## src/design/small_isa_instruction_executor_macros.svh

```systemverilog
// Assertion macros used by the instruction executor top level.
`ifndef SMALL_ISA_INSTRUCTION_EXECUTOR_MACROS_SVH
`define SMALL_ISA_INSTRUCTION_EXECUTOR_MACROS_SVH

`ifndef NO_ASSERTIONS
// Same-cycle implication, checked out of reset.
`define SIE_ASSERT_NOW(label, ante, cons) \
  label: assert property (@(posedge clk) disable iff (rst) (ante) |-> (cons)) \
    else $error("same-cycle check failed");
// Next-cycle implication, checked out of reset.
`define SIE_ASSERT_NEXT(label, ante, cons) \
  label: assert property (@(posedge clk) disable iff (rst) (ante) |=> (cons)) \
    else $error("next-cycle check failed");
`else
`define SIE_ASSERT_NOW(label, ante, cons)
`define SIE_ASSERT_NEXT(label, ante, cons)
`endif

`endif

```

## src/design/sie_pkg.sv

```systemverilog
// Types, opcodes and constants for the small instruction executor.
`default_nettype none

package sie_pkg;

  // Register file geometry
  localparam int REG_COUNT   = 8;
  localparam int REG_IDX_W   = (REG_COUNT > 1) ? $clog2(REG_COUNT) : 1;
  localparam int IDX_FIELD_W = 5;
  localparam int PC_W        = 11;
  localparam int DATA_W      = 32;

  // Instruction word fields
  localparam int OP_MSB  = 31;
  localparam int OP_LSB  = 26;
  localparam int D_MSB   = 25;
  localparam int D_LSB   = 21;
  localparam int A_MSB   = 20;
  localparam int A_LSB   = 16;
  localparam int B_MSB   = 15;
  localparam int B_LSB   = 11;
  localparam int IMM_MSB = 10;

  typedef enum logic [5:0] {
    OP_LDI    = 6'd1,
    OP_LDHI   = 6'd2,
    OP_ORI    = 6'd3,
    OP_LDPOOL = 6'd4,
    OP_LDCELL = 6'd5,
    OP_MOV    = 6'd6,
    OP_ADD    = 6'd7,
    OP_SUB    = 6'd8,
    OP_MUL    = 6'd9,
    OP_SLT    = 6'd10,
    OP_SEQ    = 6'd11,
    OP_ISZ    = 6'd12,
    OP_STRA   = 6'd13,
    OP_STRB   = 6'd14,
    OP_BZ     = 6'd15,
    OP_BNZ    = 6'd16,
    OP_JMP    = 6'd17,
    OP_RET    = 6'd18
  } op_t;

  typedef enum logic [1:0] {
    ST_OK      = 2'd0,
    ST_BAD_OP  = 2'd1,
    ST_BAD_REG = 2'd2,
    ST_STR_OP  = 2'd3
  } status_t;

  typedef struct packed {
    logic                     start_req;
    logic [DATA_W-1:0]        instruction_word;
    logic signed [DATA_W-1:0] load_value;
  } cmd_t;

  typedef struct packed {
    logic [PC_W-1:0]          next_pc;
    logic                     done_res;
    logic signed [DATA_W-1:0] return_value;
    status_t                  status;
  } rsp_t;

  // Write-back control from execute to the register file
  typedef struct packed {
    logic                 clr;
    logic                 we;
    logic [REG_IDX_W-1:0] waddr;
    logic [DATA_W-1:0]    wdata;
  } wb_t;

endpackage

`default_nettype wire

```

## src/design/sie_regfile.sv

```systemverilog
// Register file: data memory with per-entry valid bits and registered reads.
`default_nettype none

module sie_regfile import sie_pkg::*; (
  input  wire logic                 clk,
  input  wire logic                 rst,
  input  wire wb_t                  wb,
  input  wire logic                 rd_en,
  input  wire logic [REG_IDX_W-1:0] raddr_a,
  input  wire logic [REG_IDX_W-1:0] raddr_b,
  output logic      [DATA_W-1:0]    rdata_a,
  output logic      [DATA_W-1:0]    rdata_b
);

  logic [DATA_W-1:0]    mem [REG_COUNT];
  logic [REG_COUNT-1:0] vbits;
  logic [REG_COUNT-1:0] vbits_next;

  logic              hit_a_next, hit_b_next;
  logic              hit_a, hit_b;
  logic              live_a, live_b;
  logic [DATA_W-1:0] mem_a, mem_b;
  logic [DATA_W-1:0] byp_data;

  // Drop all entries on clear, then mark the written one
  always_comb begin
    vbits_next = wb.clr ? '0 : vbits;
    if (wb.we) begin
      vbits_next[wb.waddr] = 1'b1;
    end
  end

  always_ff @(posedge clk) begin
    if (rst) begin
      vbits <= '0;
    end else begin
      vbits <= vbits_next;
    end
  end

  // Write port
  always_ff @(posedge clk) begin
    if (wb.we) begin
      mem[wb.waddr] <= wb.wdata;
    end
  end

  // Forward a write that lands on the same edge as the read
  assign hit_a_next = wb.we && (wb.waddr == raddr_a);
  assign hit_b_next = wb.we && (wb.waddr == raddr_b);

  // Read ports, loaded when an item enters
  always_ff @(posedge clk) begin
    if (rd_en) begin
      mem_a    <= mem[raddr_a];
      mem_b    <= mem[raddr_b];
      live_a   <= vbits_next[raddr_a];
      live_b   <= vbits_next[raddr_b];
      hit_a    <= hit_a_next;
      hit_b    <= hit_b_next;
      byp_data <= wb.wdata;
    end
  end

  // Entries not yet written since clear read as zero
  assign rdata_a = hit_a ? byp_data : (live_a ? mem_a : '0);
  assign rdata_b = hit_b ? byp_data : (live_b ? mem_b : '0);

endmodule

`default_nettype wire

```

## src/design/sie_exec.sv

```systemverilog
// Execute logic: decode, fault checks, ALU, next program counter.
`default_nettype none

module sie_exec import sie_pkg::*; (
  input  wire cmd_t              item,
  input  wire logic [DATA_W-1:0] va_raw,
  input  wire logic [DATA_W-1:0] vb_raw,
  input  wire logic [PC_W-1:0]   pc,
  output rsp_t                   rsp,
  output wb_t                    wb,
  output logic [PC_W-1:0]        pc_next
);

  op_t                    op;
  logic [IDX_FIELD_W-1:0] d_idx, a_idx, b_idx;
  logic [PC_W-1:0]        imm;
  logic                   use_d, use_a, use_b, known;
  logic                   bad_reg;
  status_t                st;
  logic [DATA_W-1:0]      va, vb;
  logic [DATA_W-1:0]      sext_imm;
  logic [DATA_W-1:0]      prod;
  logic [DATA_W-1:0]      res;
  logic [PC_W-1:0]        pc_cur;
  logic [PC_W-1:0]        flow_pc;
  logic                   ret;

  // Split the word
  assign op    = op_t'(item.instruction_word[OP_MSB:OP_LSB]);
  assign d_idx = item.instruction_word[D_MSB:D_LSB];
  assign a_idx = item.instruction_word[A_MSB:A_LSB];
  assign b_idx = item.instruction_word[B_MSB:B_LSB];
  assign imm   = item.instruction_word[IMM_MSB:0];

  // A start request clears state ahead of this item
  assign pc_cur = item.start_req ? '0 : pc;
  assign va     = item.start_req ? '0 : va_raw;
  assign vb     = item.start_req ? '0 : vb_raw;

  // Operand usage per opcode
  always_comb begin
    use_d = 1'b0;
    use_a = 1'b0;
    use_b = 1'b0;
    known = 1'b1;
    case (op)
      OP_LDI, OP_LDHI, OP_LDPOOL, OP_LDCELL: begin
        use_d = 1'b1;
      end
      OP_ORI, OP_MOV, OP_ISZ: begin
        use_d = 1'b1;
        use_a = 1'b1;
      end
      OP_ADD, OP_SUB, OP_MUL, OP_SLT, OP_SEQ: begin
        use_d = 1'b1;
        use_a = 1'b1;
        use_b = 1'b1;
      end
      OP_BZ, OP_BNZ, OP_RET: begin
        use_a = 1'b1;
      end
      OP_JMP: begin
        known = 1'b1;
      end
      default: begin
        known = 1'b0;
      end
    endcase
  end

  assign bad_reg = (use_d && ({1'b0, d_idx} >= (IDX_FIELD_W + 1)'(REG_COUNT))) ||
                   (use_a && ({1'b0, a_idx} >= (IDX_FIELD_W + 1)'(REG_COUNT))) ||
                   (use_b && ({1'b0, b_idx} >= (IDX_FIELD_W + 1)'(REG_COUNT)));

  // Fault priority: string op, bad opcode, bad register
  always_comb begin
    if (op == OP_STRA || op == OP_STRB) begin
      st = ST_STR_OP;
    end else if (!known) begin
      st = ST_BAD_OP;
    end else if (bad_reg) begin
      st = ST_BAD_REG;
    end else begin
      st = ST_OK;
    end
  end

  assign sext_imm = {{(DATA_W - PC_W){imm[IMM_MSB]}}, imm};
  assign prod     = va * vb;

  // ALU result and control flow
  always_comb begin
    res     = '0;
    ret     = 1'b0;
    flow_pc = pc_cur + PC_W'(1);
    case (op)
      OP_LDI:               res = sext_imm;
      OP_LDHI:              res = {sext_imm[DATA_W-PC_W-1:0], {PC_W{1'b0}}};
      OP_ORI:               res = va | {{(DATA_W - PC_W){1'b0}}, imm};
      OP_LDPOOL, OP_LDCELL: res = item.load_value;
      OP_MOV:               res = va;
      OP_ADD:               res = va + vb;
      OP_SUB:               res = va - vb;
      OP_MUL:               res = prod;
      OP_SLT:               res = {{(DATA_W - 1){1'b0}}, ($signed(va) < $signed(vb))};
      OP_SEQ:               res = {{(DATA_W - 1){1'b0}}, (va == vb)};
      OP_ISZ:               res = {{(DATA_W - 1){1'b0}}, (va == '0)};
      OP_BZ: begin
        if (va == '0) begin
          flow_pc = imm;
        end
      end
      OP_BNZ: begin
        if (va != '0) begin
          flow_pc = imm;
        end
      end
      OP_JMP:               flow_pc = imm;
      OP_RET: begin
        ret     = 1'b1;
        flow_pc = '0;
      end
      default:              res = '0;
    endcase
  end

  // A faulting item holds the program counter
  assign pc_next = (st == ST_OK) ? flow_pc : pc_cur;

  assign rsp.next_pc      = pc_next;
  assign rsp.done_res     = (st != ST_OK) || ret;
  assign rsp.return_value = (st == ST_OK && ret) ? va : '0;
  assign rsp.status       = st;

  assign wb.clr   = item.start_req;
  assign wb.we    = (st == ST_OK) && use_d;
  assign wb.waddr = d_idx[REG_IDX_W-1:0];
  assign wb.wdata = res;

endmodule

`default_nettype wire

```

## src/design/small_isa_instruction_executor.sv

```systemverilog
// Top level of the small instruction executor: item staging, state, result register.
//
// Usage:
//   cmd channel (cmd_valid / cmd_stall / cmd) carries one instruction item:
//   start flag, 32-bit instruction word and the externally fetched load value.
//   rsp channel (rsp_valid / rsp_stall / rsp) returns one item per
//   instruction: next fetch address, done flag, return value and status.
//   An accepted item loads the input register and reads the register file;
//   once the result slot frees, the item executes, updates the registers and
//   program counter and loads rsp.
//   Throughput is one instruction per cycle while rsp is not stalled; it is
//   set by the single execute step between the input register and the result
//   register, whose longest path is the 32x32 low-word multiply.
//   Reset clears the program counter and marks all registers as zero; a set
//   start flag does the same just ahead of its own instruction.
//   While rsp is stalled with a result held, one more item may be taken into
//   the input register; cmd_stall then rises until rsp drains.
`default_nettype none

`include "small_isa_instruction_executor_macros.svh"

module small_isa_instruction_executor import sie_pkg::*; (
  input  wire logic clk,
  input  wire logic rst,
  input  wire logic cmd_valid,
  output logic      cmd_stall,
  input  wire cmd_t cmd,
  output logic      rsp_valid,
  input  wire logic rsp_stall,
  output rsp_t      rsp
);

  logic            s1_valid;
  cmd_t            s1_item;
  logic            accept;
  logic            advance;
  logic [PC_W-1:0] pc;
  logic [PC_W-1:0] pc_next;
  logic [DATA_W-1:0] va_raw, vb_raw;
  rsp_t            exec_rsp;
  wb_t             exec_wb;
  wb_t             wb;

  // Handshake: the staged item moves on whenever the result slot frees
  assign advance   = s1_valid && (!rsp_valid || !rsp_stall);
  assign cmd_stall = s1_valid && !advance;
  assign accept    = cmd_valid && !cmd_stall;

  // Input register
  always_ff @(posedge clk) begin
    if (rst) begin
      s1_valid <= 1'b0;
    end else if (accept) begin
      s1_valid <= 1'b1;
    end else if (advance) begin
      s1_valid <= 1'b0;
    end
  end

  always_ff @(posedge clk) begin
    if (accept) begin
      s1_item <= cmd;
    end
  end

  // Commit state changes only when the item executes
  always_comb begin
    wb     = exec_wb;
    wb.clr = exec_wb.clr && advance;
    wb.we  = exec_wb.we && advance;
  end

  sie_regfile u_regfile (
    .clk     (clk),
    .rst     (rst),
    .wb      (wb),
    .rd_en   (accept),
    .raddr_a (cmd.instruction_word[A_LSB +: REG_IDX_W]),
    .raddr_b (cmd.instruction_word[B_LSB +: REG_IDX_W]),
    .rdata_a (va_raw),
    .rdata_b (vb_raw)
  );

  sie_exec u_exec (
    .item    (s1_item),
    .va_raw  (va_raw),
    .vb_raw  (vb_raw),
    .pc      (pc),
    .rsp     (exec_rsp),
    .wb      (exec_wb),
    .pc_next (pc_next)
  );

  // Program counter
  always_ff @(posedge clk) begin
    if (rst) begin
      pc <= '0;
    end else if (advance) begin
      pc <= pc_next;
    end
  end

  // Result register
  always_ff @(posedge clk) begin
    if (rst) begin
      rsp_valid <= 1'b0;
    end else if (advance) begin
      rsp_valid <= 1'b1;
    end else if (!rsp_stall) begin
      rsp_valid <= 1'b0;
    end
  end

  always_ff @(posedge clk) begin
    if (advance) begin
      rsp <= exec_rsp;
    end
  end

  `SIE_ASSERT_NEXT(a_advance_loads_rsp, advance, rsp_valid)
  `SIE_ASSERT_NOW(a_stall_only_when_full, cmd_stall, s1_valid && rsp_valid && rsp_stall)
  `SIE_ASSERT_NOW(a_fault_is_done, rsp_valid && rsp.status != ST_OK, rsp.done_res)
  `SIE_ASSERT_NEXT(a_return_clears_pc, advance && exec_rsp.done_res && exec_rsp.status == ST_OK, pc == '0)

endmodule

`default_nettype wire

```

## config.mk

```make
export PLATFORM = sky130hd
export DESIGN_NAME = small_isa_instruction_executor
export DESIGN_NICKNAME = d
export VERILOG_FILES = /design/src/design/sie_pkg.sv /design/src/design/sie_regfile.sv /design/src/design/sie_exec.sv /design/src/design/small_isa_instruction_executor.sv
export VERILOG_INCLUDE_DIRS = /design/src /design/src/design
export SDC_FILE = /design/constraint.sdc
export NUM_CORES = 2
export LEC_CHECK = 0
export BUFFER_PORTS_ARGS = -buffer_cell sky130_fd_sc_hd__buf_4
export CORE_MARGIN = 2
export CORE_UTILIZATION = 25
export DETAILED_ROUTE_END_ITERATION = 12
export PLACE_DENSITY = 0.37
export SLEW_MARGIN = 15
export SYNTH_ARGS = -nofsm -noshare
export SYNTH_HDL_FRONTEND = slang
export SYNTH_SLANG_ARGS = --single-unit
```

## constraint.sdc

```tcl
create_clock -name clk -period 22.9 [get_ports clk]
set_clock_uncertainty 0.2 [all_clocks]
set_input_delay 2.29 -clock clk [delete_from_list [all_inputs] [get_ports clk]]
set_output_delay 2.29 -clock clk [all_outputs]
set_load 0.01 [all_outputs]
```

Yosys cells after proc, flatten, opt, wreduce, memory -nomap -nowiden. Memory sizes are Yosys's and may differ from the RTL's. A register that Yosys moved wholly into a read port is not among the register bits. Cells that the tools add are included.

Bits in registers: 168. Bits in latches: 0. RAM bits: 256. ROM bits: 0. Input port bits: 69. Output and inout bits: 48. Word-level logic and storage cells: 119. Memories: 1.

$add $sub $neg: 3. $mul: 1. Divide/modulo/power cells: 0. $lt $le $gt $ge: 8. Equality and inequality tests: 22. Shift-type cells: 0. Muxes and demuxes: 34. Bitwise gates (word level): 2. Reductions and logical operators: 32.

Memories: u_regfile.mem (depth 8, bits a word 32, read ports 2, clocked after Yosys merged registers in 2, wr ports 1, line sie_regfile.sv:15) `logic [DATA_W-1:0] mem [REG_COUNT];`.

Operator list (number): $pmux 32 s11 (1); $mux 32 (6); $eq 6x4->1 const B (8); $mux 11 (4); $pmux 11 s4 (1); $add 32x32->32 (1); $eq 32x32->1 (1); $logic_not 32->1 (1); $lt 32x32->1 (1); $mul 32x32->32 (1); $or 32x11->32 (1); $reduce_bool 32->1 (1); $sub 32x32->32 (1); $eq 6x3->1 const B (4); $eq 6x5->1 const B (3); $mux 8 (2); $reduce_or 16->1 (1); $ge 5x4->1 const B (3); $mux 1 (14); $logic_and 1x1->1 (13); $eq 6x2->1 const B (2); $lt 3x4->1 const B (3); $reduce_or 12->1 (1); $add 11x1->11 const B (1); other kinds (15) (27).

Logic depth before layout (Yosys ltp).
Word-level depth: 15. Gate-level depth with buffers: 33. Depth with buffers taken out: 29.

Cells and area by module. Synthesis repeated with hierarchy kept, for this count alone.

Cell total of the unflattened synthesis: 3699. Area, all modules: 41184.5 um2.

By module, submodules not included: sie_exec (instances 1, cells each 2644, area an instance 21435.6 um2, seq. area each 0.0 um2); sie_regfile (instances 1, cells each 885, area an instance 15818.9 um2, seq. area each 10850.4 um2); small_isa_instruction_executor (instances 1, cells each 170, area an instance 3930.0 um2, seq. area each 3593.4 um2).

Least setup slack after synthesis. OpenSTA, ideal clock, no wires.

Path kind: input to register. Start point: in rsp_stall. End point: reg s1_item[0] (netlist name), enable pin. Setup time: 0.697 ns. Arrival time: 9.528 ns. Data required time: 22.003 ns. Path slack: 12.474 ns. Stages on the path: 2. Path buffers: 0. Cells stage by stage: and3_1 -> nor2b_1.

Word-level cells in the longest chain between the ends: 7.

Ends and longest elaborated chain: from (decl) (line small_isa_instruction_executor.sv:29) `input wire logic rsp_stall,`; $logic_not 1->1; $logic_or 1x1->1 (line small_isa_instruction_executor.sv:45) `assign advance = s1_valid && (!rsp_valid || !rsp_stall);`; $logic_and 1x1->1 (line small_isa_instruction_executor.sv:45); $logic_not 1->1 (line small_isa_instruction_executor.sv:46) `assign cmd_stall = s1_valid && !advance;`; $logic_and 1x1->1 (line small_isa_instruction_executor.sv:46); $logic_not 1->1 (line small_isa_instruction_executor.sv:47) `assign accept = cmd_valid && !cmd_stall;`; $logic_and 1x1->1 (line small_isa_instruction_executor.sv:47); net accept (line small_isa_instruction_executor.sv:35) `logic accept;`; to (signal assigned) (line small_isa_instruction_executor.sv:62) `s1_item <= cmd;`; to (decl) (line small_isa_instruction_executor.sv:34) `cmd_t s1_item;`.

The timed path passes the listed nets, and every way through them passes these cells. A chain may end at the register's enable or synchronous reset.

==> impl_metrics.json <==
{
  "status": "complete, no violations",
  "fin_nets": 4226,
  "antenna_found_initial": 4,
  "cts-root-buf": "clkbuf_16",
  "async_reset_ff_share_pct": 0,
  "cts_setup_buffers": 0,
  "critPathMaxStageDelay_ns": 0.70,
  "overflow": 0,
  "postPlaceCellArea_um2": 43200,
  "switching_share_pct": 30.3,
  "cp-start-kind": "register",
  "ys_seq_area_share_pct": 35.9,
  "num_rows": 146,
  "vias_per_cell": 5.00,
  "synth_most_common_cell": "nor2_1",
  "drive_gt1_share_pct": 15.3,
  "cpMostUsedCell": "fa_1",
  "yosysWarnings": 0,
  "grtUsageTotal_pct": 19.9,
  "synth_common_cells": "nor2_1 (476), edfxtp_1 (461), inv_1 (457), fa_1 (410), nand2_1 (262)",
  "power_switching_w": 0.000722,
  "design_area_um2": 45000,
  "ys_types": 77,
  "drt-pass1-iter-count": 8,
  "drc": 0,
  "synth_fp_nets": 4154,
  "grt_pass1_vias": 30100,
  "crit_path_top_delay_cell": "a22o_1",
  "tns_ns": 0,
  "clk_latency_ns": 0.70,
  "synthTopCellsByArea": "edfxtp_1 (35%), fa_1 (21%), mux4_2 (7.5%), ha_1 (5.9%), nor2_1 (4.5%)",
  "irDropWorstVdd_uv": 60.7,
  "start_util_pct": 25.1,
  "postSynthAreaPerCell_um2": 11.4,
  "slew_violations": 0,
  "critPathArrivalTime_ns": 10.88,
  "die_area_um2": 162000,
  "setup_slack_ns": 12.27,
  "ctsHoldBuffers": 0,
  "period_share_pct": 46.4,
  "wirelength_um": 161000,
  "clock_path_buffers": 3,
  "grt_start_max_net_pins": 157,
  "die_x_um": 403,
  "clkPwrFrac_pct": 37.3,
  "period_minus_slack_ns": 10.63,
  "drv_cap": 0,
  "cts_max_level": 2,
  "port_buffers": 116,
  "p_comb_share_pct": 19.5,
  "cp-end-kind": "register",
  "cts_resized": 0,
  "p_seq_share_pct": 43.2,
  "finalPower_w": 0.00238,
  "wl_per_cell_um": 28.4,
  "maxSlewHeadroom_pct": 12.4,
  "post-synth-top-area-cell": "edfxtp_1",
  "crit_fanout": 32,
  "yosys.area.top_type_share_pct": 34.9,
  "leakage_nw": 17.5,
  "postRouteAntennaNets": 0,
  "critical_path_class": "register to register",
  "synth-edff-count": 461,
  "drt_first_iter_violations": 2632,
  "pwr_density_cell_nw_per_um2": 52.9,
  "rsz0062_at_grt": "no",
  "vias": 28400,
  "finalHoldViolations": 0,
  "hp-class": "register to register",
  "syn_area_um2": 39700,
  "numCtsBuffers": 56,
  "synth-main-ff-cell": "edfxtp_1",
  "worstPathRequired_ns": 23.15,
  "finalSetupViolations": 0,
  "cts_tree": "done",
  "fmax_ghz": 0.0941,
  "gp_congestion": 0.950,
  "clkSinkCount": 482,
  "dpl_worst_slack_ns": 12.40,
  "path_clk_slew_ns": 0.06,
  "syn_to_final_growth_pct": 13.3,
  "tightest_slew_ns": 1.31,
  "grt_pass1_wl_um": 230000,
  "synth_cells": 3488,
  "ios": 117,
  "internal-power_w": 0.00166,
  "hpwlAfterDp_um": 116000,
  "core_region_area_um2": 158000,
  "holdWs_ns": 0.300,
  "ys_ff_latch": 482,
  "die_y_um": 403
}
-- layout by cell type (no fill, tap or decap), types with 64 or more instances in the layout --
cell	count
fa_1	410
o21ai_0	69
a21oi_1	113
nor2_1	473
mux2_2	64
buf_4	205
ha_1	187
xnor2_1	81
edfxtp_1	461
inv_1	456
nand2_1	261
mux4_2	132
-- logic make-up (layout without fill, tap and decap cells) --
kind of cell	after synthesis	after routing	synth area share [%]
and+or+nand+nor	938	938	10.1
muxes	203	203	9.48
DFF	482	482	35.9
AOI/OAI and AO/OA	493	493	9.19
buffers and inverters	677	794	6.53
adders and majority gates	597	597	26.6
xor gates and xnor gates	98	98	2.20
other	0	4	0
-- state kept, by name (all words and copies together), names as in the netlist --
register and flops:
s1_valid 1, u_regfile.mem 256, u_regfile.live_a 1, u_regfile.live_b 1
s1_item 59, u_regfile.mem_a 32, u_regfile.byp_data 32, rsp 46
rsp_valid 1, u_regfile.hit_a 1, u_regfile.vbits 8, u_regfile.mem_b 32
pc 11, u_regfile.hit_b 1
-- worst max-delay path: cells and delay by family, from the launching register on --
family          cells  cell delay [ns]
fa+ha+maj           9             4.20
simple gates        3             0.64
xor+xnor            1             0.43
compound gates      9             2.96
flops               1             0.35
buf+inv             7             1.57
-- area by class of cell --
cell class / count / area, um2
Clock inverter: 37 / 345
Timing Repair Buffer: 206 / 1560
Tap cell: 2072 / 2590
Inverter: 485 / 1820
Sequential cell: 482 / 14300
Antenna cell: 4 / 10.0
Fill cell: 16300 / 113000
Clock buffer: 66 / 1440
Multi-Input combinational cell: 2329 / 23000
-- final timing paths --
path	startpoint	endpoint	slack, ns	cells past startpoint
max	s1_item[64]	u_regfile.mem[4][31]	12.27	29
max reg2reg	s1_item[64]	u_regfile.mem[4][31]	12.27	29
min reg2reg	u_regfile.vbits[4]	u_regfile.vbits[4]	0.30	2
min	u_regfile.vbits[4]	u_regfile.vbits[4]	0.30	2
-- power groups by stage --
stage	Clock, W	Combinational [W]	Sequential [W]
after floorplan	0	0.000267	0.00103
after global placement	0	0.000462	0.00105
after detailed placement	0	0.000459	0.00105
after CTS	0.000922	0.000462	0.00103
after global routing	0.000954	0.000499	0.00103
final	0.000889	0.000464	0.00103
-- metal layers --
layer / routed length [um] / track usage, % / up-vias / share of wire, %
li1: - / - / 12200 / -
met1: 73300 / 28.2 / 15000 / 45
met2: 71000 / 30.5 / 984 / 44
met3: 10300 / 3.18 / 236 / 6.4
met4: 6780 / 7.54 / 2 / 4.2
met5: 13 / 0 / - / 0.0081
-- stage by stage --
stage	util, %	cells
2_1_floorplan	-	3488
3_3_place_gp	27.3	5573
3_5_place_dp	27.3	5573
4_1_cts	28.5	5676
5_1_grt	28.5	5677
6_report	28.5	5681
(Power assumes the default switching activity.)
